**src/hdl/tvwb_pkg.sv**
```systemverilog
`timescale 1ns / 1ps
// ----------------------------------------------------------------------------
// tvwb_pkg
// Shared types and constants of the timestamped value window buffer.
// ----------------------------------------------------------------------------
package tvwb_pkg;
  localparam int Depth     = 32;
  localparam int PtrBits   = $clog2(Depth);
  localparam int CntBits   = $clog2(Depth + 1);
  localparam int ValueBits = 32;
  localparam int TimeBits  = 32;
  localparam int SpanBits  = 20;
  localparam int StatBits  = 3;
  localparam int QDepth    = 2;

  localparam logic [StatBits-1:0] ST_SEGMENT  = 3'd0;
  localparam logic [StatBits-1:0] ST_APPENDED = 3'd1;
  localparam logic [StatBits-1:0] ST_REPLACED = 3'd2;
  localparam logic [StatBits-1:0] ST_OUTORDER = 3'd3;
  localparam logic [StatBits-1:0] ST_DROPPED  = 3'd4;

  localparam logic [TimeBits-1:0] MIN_TIME = {1'b1, {(TimeBits-1){1'b0}}};
  localparam logic [SpanBits-1:0] DUR_MAX  = '1;
  localparam logic [0:0] REG_INITIAL_VALUE = 1'b0;

  typedef struct packed {
    logic                        action;
    logic signed [TimeBits-1:0]  time_req;
    logic [SpanBits-1:0]         span;
    logic signed [ValueBits-1:0] value;
  } req_t;

  typedef struct packed {
    logic [SpanBits-1:0]         duration;
    logic signed [ValueBits-1:0] value_out;
    logic [StatBits-1:0]         status;
    logic                        last;
  } res_t;
endpackage

```
**src/hdl/tvwb_stream_if.sv**
```systemverilog
`timescale 1ns / 1ps
// ----------------------------------------------------------------------------
// tvwb_stream_if
// Valid/ready channel that carries one payload word.
// ----------------------------------------------------------------------------
interface tvwb_stream_if #(parameter int Width = 8);
  logic             valid;
  logic             ready;
  logic [Width-1:0] data;
  modport source (output valid, output data, input ready);
  modport sink (input valid, input data, output ready);
endinterface

```
**src/hdl/timestamped_value_window_buffer.sv**
```systemverilog
`timescale 1ns / 1ps
// ----------------------------------------------------------------------------
// timestamped_value_window_buffer
// Ring of (start time, value) entries, kept in arrival order, with window queries.
// ----------------------------------------------------------------------------
// Requests enter on the in channel: an append adds an entry (dropped if the
// ring is full) or replaces the newest one, and answers with one status
// result; a query for [time_req, time_req + span) answers with one segment per
// crossed interval, the final one marked by last. Results leave on out_ch.
// A two-entry request queue lets the sender run ahead of the engine.
// A query scans entries one at a time, bounded by the 32-entry ring, and
// then emits its segments; each step waits on the single read port of the
// entry RAMs.
// Reset empties the ring and clears initial_value; the first request seeds
// a sentinel at the minimum time carrying initial_value.
// When the receiver stalls, the engine holds its result register and waits.
// initial_value is written over the APB port at address 0.
// ----------------------------------------------------------------------------
module timestamped_value_window_buffer (
  input  logic        clk,
  input  logic        rst,
  tvwb_stream_if.sink   in_ch,
  tvwb_stream_if.source out_ch,
  input  logic        psel,
  input  logic        penable,
  input  logic        pwrite,
  input  logic [1:0]  paddr,
  input  logic [31:0] pwdata,
  output logic [31:0] prdata,
  output logic        pready
);
  import tvwb_pkg::*;

  logic signed [ValueBits-1:0] initial_value;
  logic q_valid;
  logic q_pop;
  req_t q_req;
  req_t in_req;
  res_t out_res;

  assign pready = 1'b1;
  assign prdata = (paddr == {REG_INITIAL_VALUE, 1'b0}) ? 32'(initial_value) : 32'd0;

  always_ff @(posedge clk) begin
    if (rst) begin
      initial_value <= '0;
    end else if (psel && penable && pwrite && paddr == {REG_INITIAL_VALUE, 1'b0}) begin
      initial_value <= pwdata;
    end
  end

  assign in_req = in_ch.data;
  assign out_ch.data = out_res;

  tvwb_front u_front (
    .clk(clk), .rst(rst), .in_valid(in_ch.valid), .in_ready(in_ch.ready),
    .in_req(in_req), .q_valid(q_valid), .q_pop(q_pop), .q_req(q_req)
  );

  tvwb_engine u_engine (
    .clk(clk), .rst(rst), .initial_value(initial_value),
    .q_valid(q_valid), .q_pop(q_pop), .q_req(q_req),
    .out_valid(out_ch.valid), .out_ready(out_ch.ready), .out_res(out_res)
  );
endmodule

```
**src/hdl/tvwb_ram.sv**
```systemverilog
`timescale 1ns / 1ps
// ----------------------------------------------------------------------------
// tvwb_ram
// Generic single-write, single-read RAM with registered read data.
// ----------------------------------------------------------------------------
module tvwb_ram #(
  parameter int Width = 32,
  parameter int Depth = 32
) (
  input  logic                     clk,
  input  logic                     we,
  input  logic [$clog2(Depth)-1:0] waddr,
  input  logic [Width-1:0]         wdata,
  input  logic [$clog2(Depth)-1:0] raddr,
  output logic [Width-1:0]         rdata
);
  logic [Width-1:0] mem [Depth];

  always_ff @(posedge clk) begin
    if (we) begin
      mem[waddr] <= wdata;
    end
    rdata <= mem[raddr];
  end
endmodule

```
**src/hdl/tvwb_front.sv**
```systemverilog
`timescale 1ns / 1ps
// ----------------------------------------------------------------------------
// tvwb_front
// Accepts requests and holds them in a short queue for the engine.
// ----------------------------------------------------------------------------
module tvwb_front (
  input  logic          clk,
  input  logic          rst,
  input  logic          in_valid,
  output logic          in_ready,
  input  tvwb_pkg::req_t in_req,
  output logic          q_valid,
  input  logic          q_pop,
  output tvwb_pkg::req_t q_req
);
  import tvwb_pkg::*;

  req_t slots [QDepth];
  logic wr_ptr;
  logic rd_ptr;
  logic [1:0] fill;
  logic push;

  assign in_ready = (fill != 2'(QDepth));
  assign push     = in_valid && in_ready;
  assign q_valid  = (fill != 2'd0);
  assign q_req    = slots[rd_ptr];

  always_ff @(posedge clk) begin
    if (push) begin
      slots[wr_ptr] <= in_req;
    end
    if (rst) begin
      wr_ptr <= 1'b0;
      rd_ptr <= 1'b0;
      fill   <= 2'd0;
    end else begin
      if (push) begin
        wr_ptr <= ~wr_ptr;
      end
      if (q_pop) begin
        rd_ptr <= ~rd_ptr;
      end
      fill <= fill + 2'(push) - 2'(q_pop);
    end
  end
endmodule

```
**src/hdl/tvwb_engine.sv**
```systemverilog
`timescale 1ns / 1ps
// ----------------------------------------------------------------------------
// tvwb_engine
// Carries out appends and window queries on the entry ring.
// ----------------------------------------------------------------------------
module tvwb_engine (
  input  logic                                  clk,
  input  logic                                  rst,
  input  logic signed [tvwb_pkg::ValueBits-1:0] initial_value,
  input  logic                                  q_valid,
  output logic                                  q_pop,
  input  tvwb_pkg::req_t                        q_req,
  output logic                                  out_valid,
  input  logic                                  out_ready,
  output tvwb_pkg::res_t                        out_res
);
  import tvwb_pkg::*;

  typedef enum logic [6:0] {
    S_IDLE  = 7'b0000001,
    S_BACK  = 7'b0000010,
    S_APPL  = 7'b0000100,
    S_SCAN  = 7'b0001000,
    S_SREAD = 7'b0010000,
    S_EMIT  = 7'b0100000,
    S_OUT   = 7'b1000000
  } state_t;

  state_t state;
  req_t   req;
  logic [PtrBits-1:0] head;
  logic [CntBits-1:0] count;
  logic [CntBits-1:0] idx;
  logic [CntBits-1:0] s_pos;
  logic signed [TimeBits+1:0] cur;
  logic has_next;
  logic [1:0] rd_wait;

  logic                 t_we;
  logic [PtrBits-1:0]   waddr;
  logic [TimeBits-1:0]  wtime;
  logic [ValueBits-1:0] wval;
  logic                 v_we;
  logic [PtrBits-1:0]   raddr;
  logic [TimeBits-1:0]  rtime;
  logic [ValueBits-1:0] rval;
  logic [ValueBits-1:0] cur_val;

  logic [CntBits-1:0] n_eff;
  logic               seeding;
  logic [PtrBits-1:0] head_eff;
  logic signed [TimeBits+1:0] end_t;
  logic signed [TimeBits+1:0] rtime_x;
  logic signed [TimeBits+1:0] dur_raw;
  logic [SpanBits-1:0] dur_sat;

  tvwb_ram #(.Width(TimeBits), .Depth(Depth)) u_times (
    .clk(clk), .we(t_we), .waddr(waddr), .wdata(wtime), .raddr(raddr), .rdata(rtime)
  );
  tvwb_ram #(.Width(ValueBits), .Depth(Depth)) u_values (
    .clk(clk), .we(v_we), .waddr(waddr), .wdata(wval), .raddr(raddr), .rdata(rval)
  );

  assign seeding  = (count == '0);
  assign n_eff    = seeding ? CntBits'(1) : count;
  assign head_eff = seeding ? '0 : head;
  assign end_t    = (TimeBits+2)'(req.time_req) + (TimeBits+2)'($signed({1'b0, req.span}));
  assign rtime_x  = (TimeBits+2)'($signed(rtime));
  assign q_pop    = (state == S_IDLE) && q_valid;

  always_comb begin
    dur_raw = (has_next && rtime_x < end_t) ? rtime_x - cur : end_t - cur;
    if (dur_raw < 0) begin
      dur_sat = '0;
    end else if (dur_raw > (TimeBits+2)'(DUR_MAX)) begin
      dur_sat = DUR_MAX;
    end else begin
      dur_sat = dur_raw[SpanBits-1:0];
    end
  end

  always_comb begin
    t_we  = 1'b0;
    v_we  = 1'b0;
    waddr = '0;
    wtime = MIN_TIME;
    wval  = initial_value;
    raddr = head_eff + PtrBits'(idx);
    if (state == S_IDLE && q_valid && seeding) begin
      t_we = 1'b1;
      v_we = 1'b1;
    end
    if (state == S_BACK) begin
      raddr = head_eff + PtrBits'(n_eff - CntBits'(1));
    end
    if (state == S_APPL) begin
      wval = req.value;
      if (rtime == req.time_req) begin
        v_we  = 1'b1;
        waddr = head_eff + PtrBits'(n_eff - CntBits'(1));
      end else if (n_eff < CntBits'(Depth)) begin
        t_we  = 1'b1;
        v_we  = 1'b1;
        waddr = head_eff + PtrBits'(n_eff);
        wtime = req.time_req;
      end
    end
  end

  always_ff @(posedge clk) begin
    if (rst) begin
      state     <= S_IDLE;
      head      <= '0;
      count     <= '0;
      out_valid <= 1'b0;
    end else begin
      unique case (state)
        S_IDLE: begin
          if (q_valid) begin
            req <= q_req;
            if (seeding) begin
              head  <= '0;
              count <= CntBits'(1);
            end
            idx     <= '0;
            rd_wait <= 2'd0;
            state   <= q_req.action ? S_SCAN : S_BACK;
          end
        end
        S_BACK: begin
          state <= S_APPL;
        end
        S_APPL: begin
          out_res.duration  <= '0;
          out_res.value_out <= req.value;
          out_res.last      <= 1'b1;
          if (rtime == req.time_req) begin
            out_res.status <= ST_REPLACED;
          end else if (n_eff >= CntBits'(Depth)) begin
            out_res.status <= ST_DROPPED;
          end else begin
            out_res.status <= ($signed(req.time_req) < $signed(rtime)) ? ST_OUTORDER
                                                                        : ST_APPENDED;
            count <= count + CntBits'(1);
          end
          out_valid <= 1'b1;
          state     <= S_OUT;
        end
        S_SCAN: begin
          // Read address idx issued this cycle; data arrives next cycle.
          if (rd_wait == 2'd0) begin
            rd_wait <= 2'd1;
          end else if (idx < n_eff && !($signed(req.time_req) < $signed(rtime))) begin
            idx     <= idx + CntBits'(1);
            rd_wait <= 2'd0;
          end else begin
            s_pos   <= (idx == '0) ? '0 : idx - CntBits'(1);
            idx     <= (idx == '0) ? '0 : idx - CntBits'(1);
            cur     <= (TimeBits+2)'(req.time_req);
            rd_wait <= 2'd0;
            state   <= S_SREAD;
          end
        end
        S_SREAD: begin
          // Fetch the value of entry idx, then the time of entry idx + 1.
          if (out_ready) begin
            out_valid <= 1'b0;
          end
          if (rd_wait == 2'd0) begin
            rd_wait <= 2'd1;
          end else begin
            cur_val  <= rval;
            rd_wait  <= 2'd0;
            has_next <= (idx + CntBits'(1) < n_eff);
            if (idx + CntBits'(1) < n_eff) begin
              idx <= idx + CntBits'(1);
            end
            state <= S_EMIT;
          end
        end
        S_EMIT: begin
          if (!out_valid || out_ready) begin
            if (has_next && rd_wait == 2'd0) begin
              rd_wait   <= 2'd1;
              out_valid <= 1'b0;
            end else begin
              rd_wait <= 2'd0;
              out_res.duration  <= dur_sat;
              out_res.value_out <= cur_val;
              out_res.status    <= ST_SEGMENT;
              out_valid         <= 1'b1;
              if (has_next && rtime_x < end_t) begin
                cur   <= rtime_x;
                out_res.last <= 1'b0;
                state <= S_SREAD;
              end else begin
                out_res.last <= 1'b1;
                if (s_pos > CntBits'(1)) begin
                  head  <= head + PtrBits'(s_pos - CntBits'(1));
                  count <= count - (s_pos - CntBits'(1));
                end
                state <= S_OUT;
              end
            end
          end
        end
        S_OUT: begin
          if (out_ready) begin
            out_valid <= 1'b0;
            state     <= S_IDLE;
          end
        end
        default: state <= S_IDLE;
      endcase
    end
  end
endmodule

```
**src/flat_wrapper.sv**
```systemverilog
// flat-port wrapper written by rule: the top's interface ports become plain ports
module timestamped_value_window_buffer_flat import tvwb_pkg::*;
  (clk, rst, psel, penable, pwrite, paddr, pwdata, prdata, pready, in_ch_valid, in_ch_data, in_ch_ready, out_ch_valid, out_ch_data, out_ch_ready);
  tvwb_stream_if #(.Width($bits(req_t))) in_ch_i ();
  tvwb_stream_if #(.Width($bits(res_t))) out_ch_i ();
  input  logic clk;
  input  logic rst;
  input  logic psel;
  input  logic penable;
  input  logic pwrite;
  input  logic [1:0] paddr;
  input  logic [31:0] pwdata;
  output logic [31:0] prdata;
  output logic pready;
  input wire logic [$bits(in_ch_i.valid)-1:0] in_ch_valid;
  input wire logic [$bits(in_ch_i.data)-1:0] in_ch_data;
  output wire logic [$bits(in_ch_i.ready)-1:0] in_ch_ready;
  output wire logic [$bits(out_ch_i.valid)-1:0] out_ch_valid;
  output wire logic [$bits(out_ch_i.data)-1:0] out_ch_data;
  input wire logic [$bits(out_ch_i.ready)-1:0] out_ch_ready;
  assign in_ch_i.valid = in_ch_valid;
  assign in_ch_i.data = in_ch_data;
  assign in_ch_ready = in_ch_i.ready;
  assign out_ch_valid = out_ch_i.valid;
  assign out_ch_data = out_ch_i.data;
  assign out_ch_i.ready = out_ch_ready;
  timestamped_value_window_buffer u_core (.clk(clk), .rst(rst), .in_ch(in_ch_i), .out_ch(out_ch_i), .psel(psel), .penable(penable), .pwrite(pwrite), .paddr(paddr), .pwdata(pwdata), .prdata(prdata), .pready(pready));
endmodule
```
**config.mk**
```make
export PLATFORM = sky130hd
export DESIGN_NAME = timestamped_value_window_buffer_flat
export DESIGN_NICKNAME = d
export VERILOG_FILES = /design/src/hdl/tvwb_pkg.sv /design/src/hdl/tvwb_stream_if.sv /design/src/hdl/timestamped_value_window_buffer.sv /design/src/hdl/tvwb_ram.sv /design/src/hdl/tvwb_front.sv /design/src/hdl/tvwb_engine.sv /design/src/flat_wrapper.sv
export SDC_FILE = /design/constraint.sdc
export NUM_CORES = 2
export LEC_CHECK = 0
export BUFFER_PORTS_ARGS = -buffer_cell sky130_fd_sc_hd__buf_2
export CAP_MARGIN = 20
export CELL_PAD_IN_SITES_DETAIL_PLACEMENT = 1
export CELL_PAD_IN_SITES_GLOBAL_PLACEMENT = 2
export CORE_MARGIN = 3
export CORE_UTILIZATION = 40
export CTS_CLUSTER_SIZE = 10
export DETAILED_ROUTE_END_ITERATION = 6
export HOLD_SLACK_MARGIN = 0.02
export PLACE_DENSITY = 0.65
export SLEW_MARGIN = 15
export SYNTH_ARGS = -nofsm -noshare
export SYNTH_HDL_FRONTEND = slang
export SYNTH_HIERARCHICAL = 1
export SYNTH_SLANG_ARGS = --single-unit
```
**constraint.sdc**
```tcl
create_clock -name clk -period 14.01 [get_ports clk]
set_input_delay 2.1015 -clock clk [delete_from_list [all_inputs] [get_ports clk]]
set_output_delay 2.1015 -clock clk [all_outputs]
set_load 0.1 [all_outputs]
```
Word level (Yosys, flattened, before mapping)
Memory sizes are Yosys's and may differ from the RTL's. A register that Yosys moved wholly into a read port is not among the register bits.
Cells that the tools add are included.
{"block": "classes", "n_addsub": 15, "magnitude_cmp": 9, "eq_ne": 23, "mux": 81, "bitwise_logic": 5, "n_reduce_logical": 37}
{"cell": "$mux W34", "count": 6}
{"cell": "$mux W32", "count": 5}
{"cell": "$mux W56", "count": 2}
{"cell": "$pmux W56 S2", "count": 1}
{"cell": "$mux W6", "count": 14}
{"cell": "$pmux W34 S2", "count": 1}
{"cell": "$mux W7", "count": 8}
{"cell": "$mux W5", "count": 10}
{"cell": "$pmux W7 S7", "count": 1}
{"cell": "$mux W20", "count": 2}
{"cell": "$pmux W6 S3", "count": 2}
{"cell": "$gt A34 B20 Y1 const B", "count": 1}
{"cell": "$lt A34 B1 Y1 const B", "count": 1}
{"cell": "$sub A32 B34 Y34", "count": 1}
{"cell": "$sub A33 B34 Y34", "count": 1}
{"cell": "$add A32 B21 Y33", "count": 1}
{"cell": "$lt A32 B33 Y1", "count": 1}
{"cell": "$eq A32 B32 Y1", "count": 1}
{"cell": "$lt A32 B32 Y1", "count": 1}
{"cell": "$ne A2 B2 Y1 const B", "count": 14}
{"cell": "$add A5 B5 Y5", "count": 4}
{"cell": "$mux W1", "count": 20}
{"cell": "$reduce_and A7 Y1", "count": 2}
{"cell": "$add A6 B1 Y6 const B", "count": 2}
{"cell": "36 further kinds", "count": 68}
{"block": "word_totals", "register_bits": 276, "mem_bits_rw": 2218, "inputBits": 126, "memories": 3}
{"memory": "u_core.u_engine.u_times.mem", "words": 32, "width": 32, "read_ports": 1, "rd_ports_with_merged_regs": 1, "write_ports": 1, "line_no": "tvwb_ram.sv:17", "source": "logic [Width-1:0] mem [Depth];"}
{"memory": "u_core.u_engine.u_values.mem", "words": 32, "width": 32, "read_ports": 1, "rd_ports_with_merged_regs": 1, "write_ports": 1, "line_no": "tvwb_ram.sv:17"}
{"memory": "u_core.u_front.slots", "words": 2, "width": 85, "read_ports": 1, "rd_ports_with_merged_regs": 1, "write_ports": 1, "line_no": "tvwb_front.sv:18", "source": "req_t slots [QDepth];"}

Longest topological paths before layout
{"block": "logic_depth", "ltp_word": 10, "mapped_depth": 34}

By module
Netlist, hierarchy kept.
{"module": "tvwb_ram", "n_inst": 2, "cells_each": 2260, "area_per_inst_um2": 40492.6, "seq_area_each_um2": 31390.1}
{"module": "tvwb_engine", "n_inst": 1, "cells_each": 1587, "area_per_inst_um2": 15738.8, "seq_area_each_um2": 6926.6}
{"module": "tvwb_front", "n_inst": 1, "cells_each": 293, "area_per_inst_um2": 6374.9, "seq_area_each_um2": 5205.0}
{"module": "timestamped_value_window_buffer", "n_inst": 1, "cells_each": 178, "area_per_inst_um2": 1710.4, "seq_area_each_um2": 640.6}

Least setup slack after synthesis
Ideal clock, no wire load.
{"block": "synth_path", "path_type": "flip-flop to flip-flop", "start": "register u_core/u_engine/req[62] (netlist name)", "end": "register, netlist name u_core/u_engine/out_res[36]", "arrival_time_ns": 7.042, "required_time_ns": 13.731, "setup_slack_ns": 6.689, "path_stages_with_launch": 33, "path_cell_list": "edfxtp_1 ha_1 a21oi_1 o21bai_1 a2111oi_0 a2bb2oi_1 a21oi_1 o31ai_2 a211oi_1 xnor2_1 ha_1 nand4_1 nor2_1 inv_1 nor4_1 o211ai_1 and3_1 clkbuf_1 nor2_1 buf_1 clkbuf_1 a21oi_1 ha_1 nand2_2 or3_1 a211o_1 a21o_1 o311a_1 mux2i_1 o221ai_2 nor4_4 buf_6 a31oi_1"}
{"block": "synth_via", "elab_chain_len": 10}
{"item": "start, declared", "line_no": "tvwb_engine.sv:30", "source": "req_t req;"}
{"item": "start signal, assigned", "line_no": "tvwb_engine.sv:120", "source": "req <= q_req;"}
{"item": "$add A32 B21 Y33 (*)", "line_no": "tvwb_engine.sv:67", "source": "assign end_t = (TimeBits+2)'(req.time_req) + (TimeBits+2)'($signed({1'b0, req.span}));"}
{"item": "$lt A32 B33 Y1", "line_no": "tvwb_engine.sv:72", "source": "dur_raw = (has_next && rtime_x < end_t) ? rtime_x - cur : end_t - cur;"}
{"item": "$logic_and A1 B1 Y1", "line_no": "tvwb_engine.sv:72"}
{"item": "$mux W34 (*)", "line_no": "tvwb_engine.sv:72"}
{"item": "$gt A34 B20 Y1", "line_no": "tvwb_engine.sv:75", "source": "end else if (dur_raw > (TimeBits+2)'(DUR_MAX)) begin"}
{"item": "$mux W20", "line_no": "tvwb_engine.sv:75"}
{"item": "$mux W20 (*)", "line_no": "tvwb_engine.sv:73", "source": "if (dur_raw < 0) begin"}
{"item": "$mux W56 (*)", "line_no": "tvwb_engine.sv:183", "source": "if (has_next && rd_wait == 2'd0) begin"}
{"item": "$mux W56 (*)", "line_no": "tvwb_engine.sv:182", "source": "if (!out_valid || out_ready) begin"}
{"item": "$pmux W56 S2 (*)", "line_no": "tvwb_engine.sv:117", "source": "unique case (state)"}
Every way passes the cells marked *; elsewhere a longest branch is shown, timed or not. The select of a mux whose other input is x is not followed.
A chain may end at the register's enable or synchronous reset.

Worst setup path in the final report
{"block": "layout_path", "start": "register u_core/u_engine/req[52] (netlist name)", "end": "register, netlist name u_core/u_engine/out_res[40]"}
{"block": "layout_via", "elab_chain_len": 10}
{"item": "$add A32 B21 Y33 (*)", "line_no": "tvwb_engine.sv:67"}
{"item": "$lt A32 B33 Y1", "line_no": "tvwb_engine.sv:72"}
{"item": "$logic_and A1 B1 Y1", "line_no": "tvwb_engine.sv:72"}
{"item": "$mux W34 (*)", "line_no": "tvwb_engine.sv:72"}
{"item": "$gt A34 B20 Y1", "line_no": "tvwb_engine.sv:75"}
{"item": "$mux W20", "line_no": "tvwb_engine.sv:75"}
{"item": "$mux W20 (*)", "line_no": "tvwb_engine.sv:73"}
{"item": "$mux W56 (*)", "line_no": "tvwb_engine.sv:183"}
{"item": "$mux W56 (*)", "line_no": "tvwb_engine.sv:182"}
{"item": "$pmux W56 S2 (*)", "line_no": "tvwb_engine.sv:117"}
Marked as above.

==> flow_summary.toml <==
[floorplan]
die_h_um = 518
die-area_um2 = 268000
die_w_um = 518
initial_utilization_pct = 40.3
coreArea_um2 = 260000
io_pins = 217
rows = 187

[global_route]
gr-total-overflow = 0
first_global_vias = 61605
grt_max_degree = 129
antenna_found_initial = 3
grt_pass1_wl_um = 436000
track_usage_pct = 22.1

[place]
hpwl_um = 173000
gp_congestion = 0.794
port_buffers = 215

[clock_tree]
cts_num_sinks = 2556
ctsResizeCount = 0
clock_latency_ps = 850
cts_tree = "yes"
cts_root_buf = "clkbuf_16"
clkSlewWorstSetupHoldPaths_ps = 50
cts_hold_buf = 0
cts_buffers = 305
ctsHtreeMaxLevel = 5
postCtsSetupBuffers = 0
cts.path.max_buffers = 4

[sta]
setup-violations-final = 0
relSlewSlack_pct = 30.3
drv_slew = 0
holdWs_ps = 387
finalHoldViolCount = 0
rsz0062_at_grt = "false"
clock_skew_ps = 58.8
layout_min_cycle_time_ps = 9260
worstMarginPinSlew_ps = 1050
fmax_mhz = 108
setup_tns_ps = 0
post-route-period-util_pct = 66.1

[detailed_routing]
first_pass_iters = 5
ant_nets = 0
vias_per_cell = 5.50
routed_wl_um = 303000
vias = 58277
route.detailed.wl_per_inst_um = 28.6
drcViolationCount = 0
drt_iter0_markers = 4534

[layout]
multi_input_area_um2 = 27500
final_cell_mix = "edfxtp_1 (2436), mux2i_1 (1083), nand2_1 (403)"
fill_cells = 25201
layout-drive-gt1-share_pct = 12.8
finalNetCount = 7221
final-seq-area_um2 = 75600
area_growth_pct = 13.4
final_common_cell = "edfxtp_1"

[yosys]
ys_warn_count = 6
synthXorXnorAreaFrac_pct = 0.677
synth_nets = 6866
ys_seq_area_share_pct = 72.1
muxShareOfSynthArea_pct = 11.6
synth_simple_gate_area_share_pct = 5.29
synth_top_area_share_pct = 69.8
synthesis.area_um2 = 105000
synth_area_leaders = "edfxtp_1 (70%), mux2i_1 (10%), dfxtp_1 (2.3%)"
synth_top_family_by_area = "multiplexers"
synth_compound_area_share_pct = 6.09
yosysTopAreaCell = "edfxtp_1"
synthArstFlopShare_pct = 0
synth-edff-count = 2436
synth-seq-cells = 2556
synthAdderAreaFrac_pct = 1.98
ys_types = 80
syn_inst = 6578
ys.flop_type = "edfxtp_1"
avgSynthCellArea_um2 = 15.9

[power]
power_density_nw_per_um2 = 184
p_total_mw = 21.9
p_leak_nw = 40.7
ir_worst_vdd_mv = 0.291

[setup_path]
cp_slowest_cell = "nor4_4"
r2r_setup_slack_ps = 4750
crit_end = "u_core/u_engine/out_res[40]$_SDFFCE_PN0P_"
r2r-end = "u_core/u_engine/out_res[40]$_SDFFCE_PN0P_"
r2r_start = "u_core/u_engine/req[52]$_DFFE_PP_"
cp.arrival_ps = 9770
crit_path_end_kind = "flip-flop"
critPathKind = "reg2reg"
cp_slowest_stage_delay_ps = 890
crit_top_cell = "a21o_1"
worstSetupStartpointType = "flip-flop"
cp-startpoint = "u_core/u_engine/req[52]$_DFFE_PP_"
r2r_cells = 31
path_max_fanout = 48
crit_required_ps = 14520

[run]
maxCapViolCount = 0

[outcome]
outcome = "finished, final reports clean"

[hold_path]
hold_path.class = "reg2reg"
==> routing by layer <==
metal	up-vias	GRT usage [%]	part of all wire (%)
met1	30700	28.9	43
met4	4	6.22	2.8
met5	-	0	0.0056
met3	401	2.35	3.2
met2	1089	38.8	51
li1	26083	-	-
==> worst min path at each step <==
stage / start / end / slack, ps / cells after the start
final: u_core/u_engine/u_values/rdata[30]$_DFF_P_ / u_core/u_engine/cur_val[30]$_DFFE_PP_ / 390 / 0
after global placement: u_core/u_engine/u_values/rdata[30]$_DFF_P_ / u_core/u_engine/cur_val[30]$_DFFE_PP_ / 390 / 0
after CTS: u_core/u_engine/u_values/rdata[30]$_DFF_P_ / u_core/u_engine/cur_val[30]$_DFFE_PP_ / 390 / 0
after detailed placement: u_core/u_engine/u_values/rdata[27]$_DFF_P_ / u_core/u_engine/cur_val[27]$_DFFE_PP_ / 390 / 0
after floorplan: u_core/u_engine/u_values/rdata[0]$_DFF_P_ / u_core/u_engine/cur_val[0]$_DFFE_PP_ / 390 / 0
after global routing: u_core/u_engine/u_values/rdata[30]$_DFF_P_ / u_core/u_engine/cur_val[30]$_DFFE_PP_ / 400 / 0
==> flip-flops by register name, indices dropped and copies added (netlist names), 7 cells and up, named ones only <==
register	flops
u_core/u_engine/u_values/mem	1024
u_core/u_engine/cur_val	32
u_core/u_engine/cur	32
u_core/u_engine/u_values/rdata	32
u_core/u_engine/u_times/mem	1024
u_core/u_engine/out_res	56
u_core/u_engine/req	84
u_core/u_engine/state	7
u_core/u_engine/u_times/rdata	32
u_core/u_front/slots	170
u_core/initial_value	32
==> kinds of logic after synthesis <==
| kind of cell | Yosys count |
|---|---|
| AOI/OAI and AO/OA | 962 |
| muxes | 1200 |
| other | 1 |
| buffers and inverters | 454 |
| xor gates and xnor gates | 81 |
| DFF | 2556 |
| and+or+nand+nor | 1162 |
| adders and majority gates | 162 |
==> layout make-up <==
| type | instances | area share (%) |
|---|---|---|
| inverter | 123 | 0.390 |
| clock inverter | 25 | 0.187 |
| clock buffer | 439 | 6.99 |
| sequential | 2556 | 63.6 |
| multi-input combinational | 3568 | 23.1 |
| tap | 3496 | 3.68 |
| timing repair buffer | 379 | 2.04 |
| antenna | 2 | 0.00421 |
==> metrics by stage <==
| step | instance area (µm²) | worst slack, ps | instances | util [%] |
|---|---|---|---|---|
| after floorplan | 105000 | 6690 | 6578 | - |
| after global placement | 110000 | 4980 | 10118 | 42.4 |
| after detailed placement | 110000 | 4770 | 10121 | 42.4 |
| after CTS | 119000 | 4730 | 10585 | 45.7 |
| after global routing | 119000 | 3940 | 10587 | 45.7 |
| final | 119000 | 4750 | 10588 | 45.7 |
==> critical path, delay by kind of cell, from the launching register on <==
family                     cells  cell delay [ps]
AOI/OAI and AO/OA             18             4590
adders and majority gates      5             1600
and+or+nand+nor                5             1550
DFF                            1              410
buffers and inverters          1              330
xor gates and xnor gates       1              230
muxes                          1              190
==> synth_stat cells (all sizes together), types with 22 or more instances <==
cell       n
xor2      33
a31oi     95
mux2     117
inv      123
dfxtp    120
buf      195
a22oi    194
edfxtp  2436
a21oi    302
nand2    406
a22o     131
nand4     22
and2      70
nand2b    83
a21o      60
mux2i   1083
xnor2     48
clkbuf   136
nor2     163
nand3    227
ha       156
o21ai     79
nor3      94
==> power by group <==
part / internal, mW / total (mW) / switching, mW
Sequential: 8.70 / 8.94 / 0.239
Combinational: 2.04 / 5.90 / 3.87
Clock: 4.09 / 7.03 / 2.93
(Power assumes the default switching activity.)
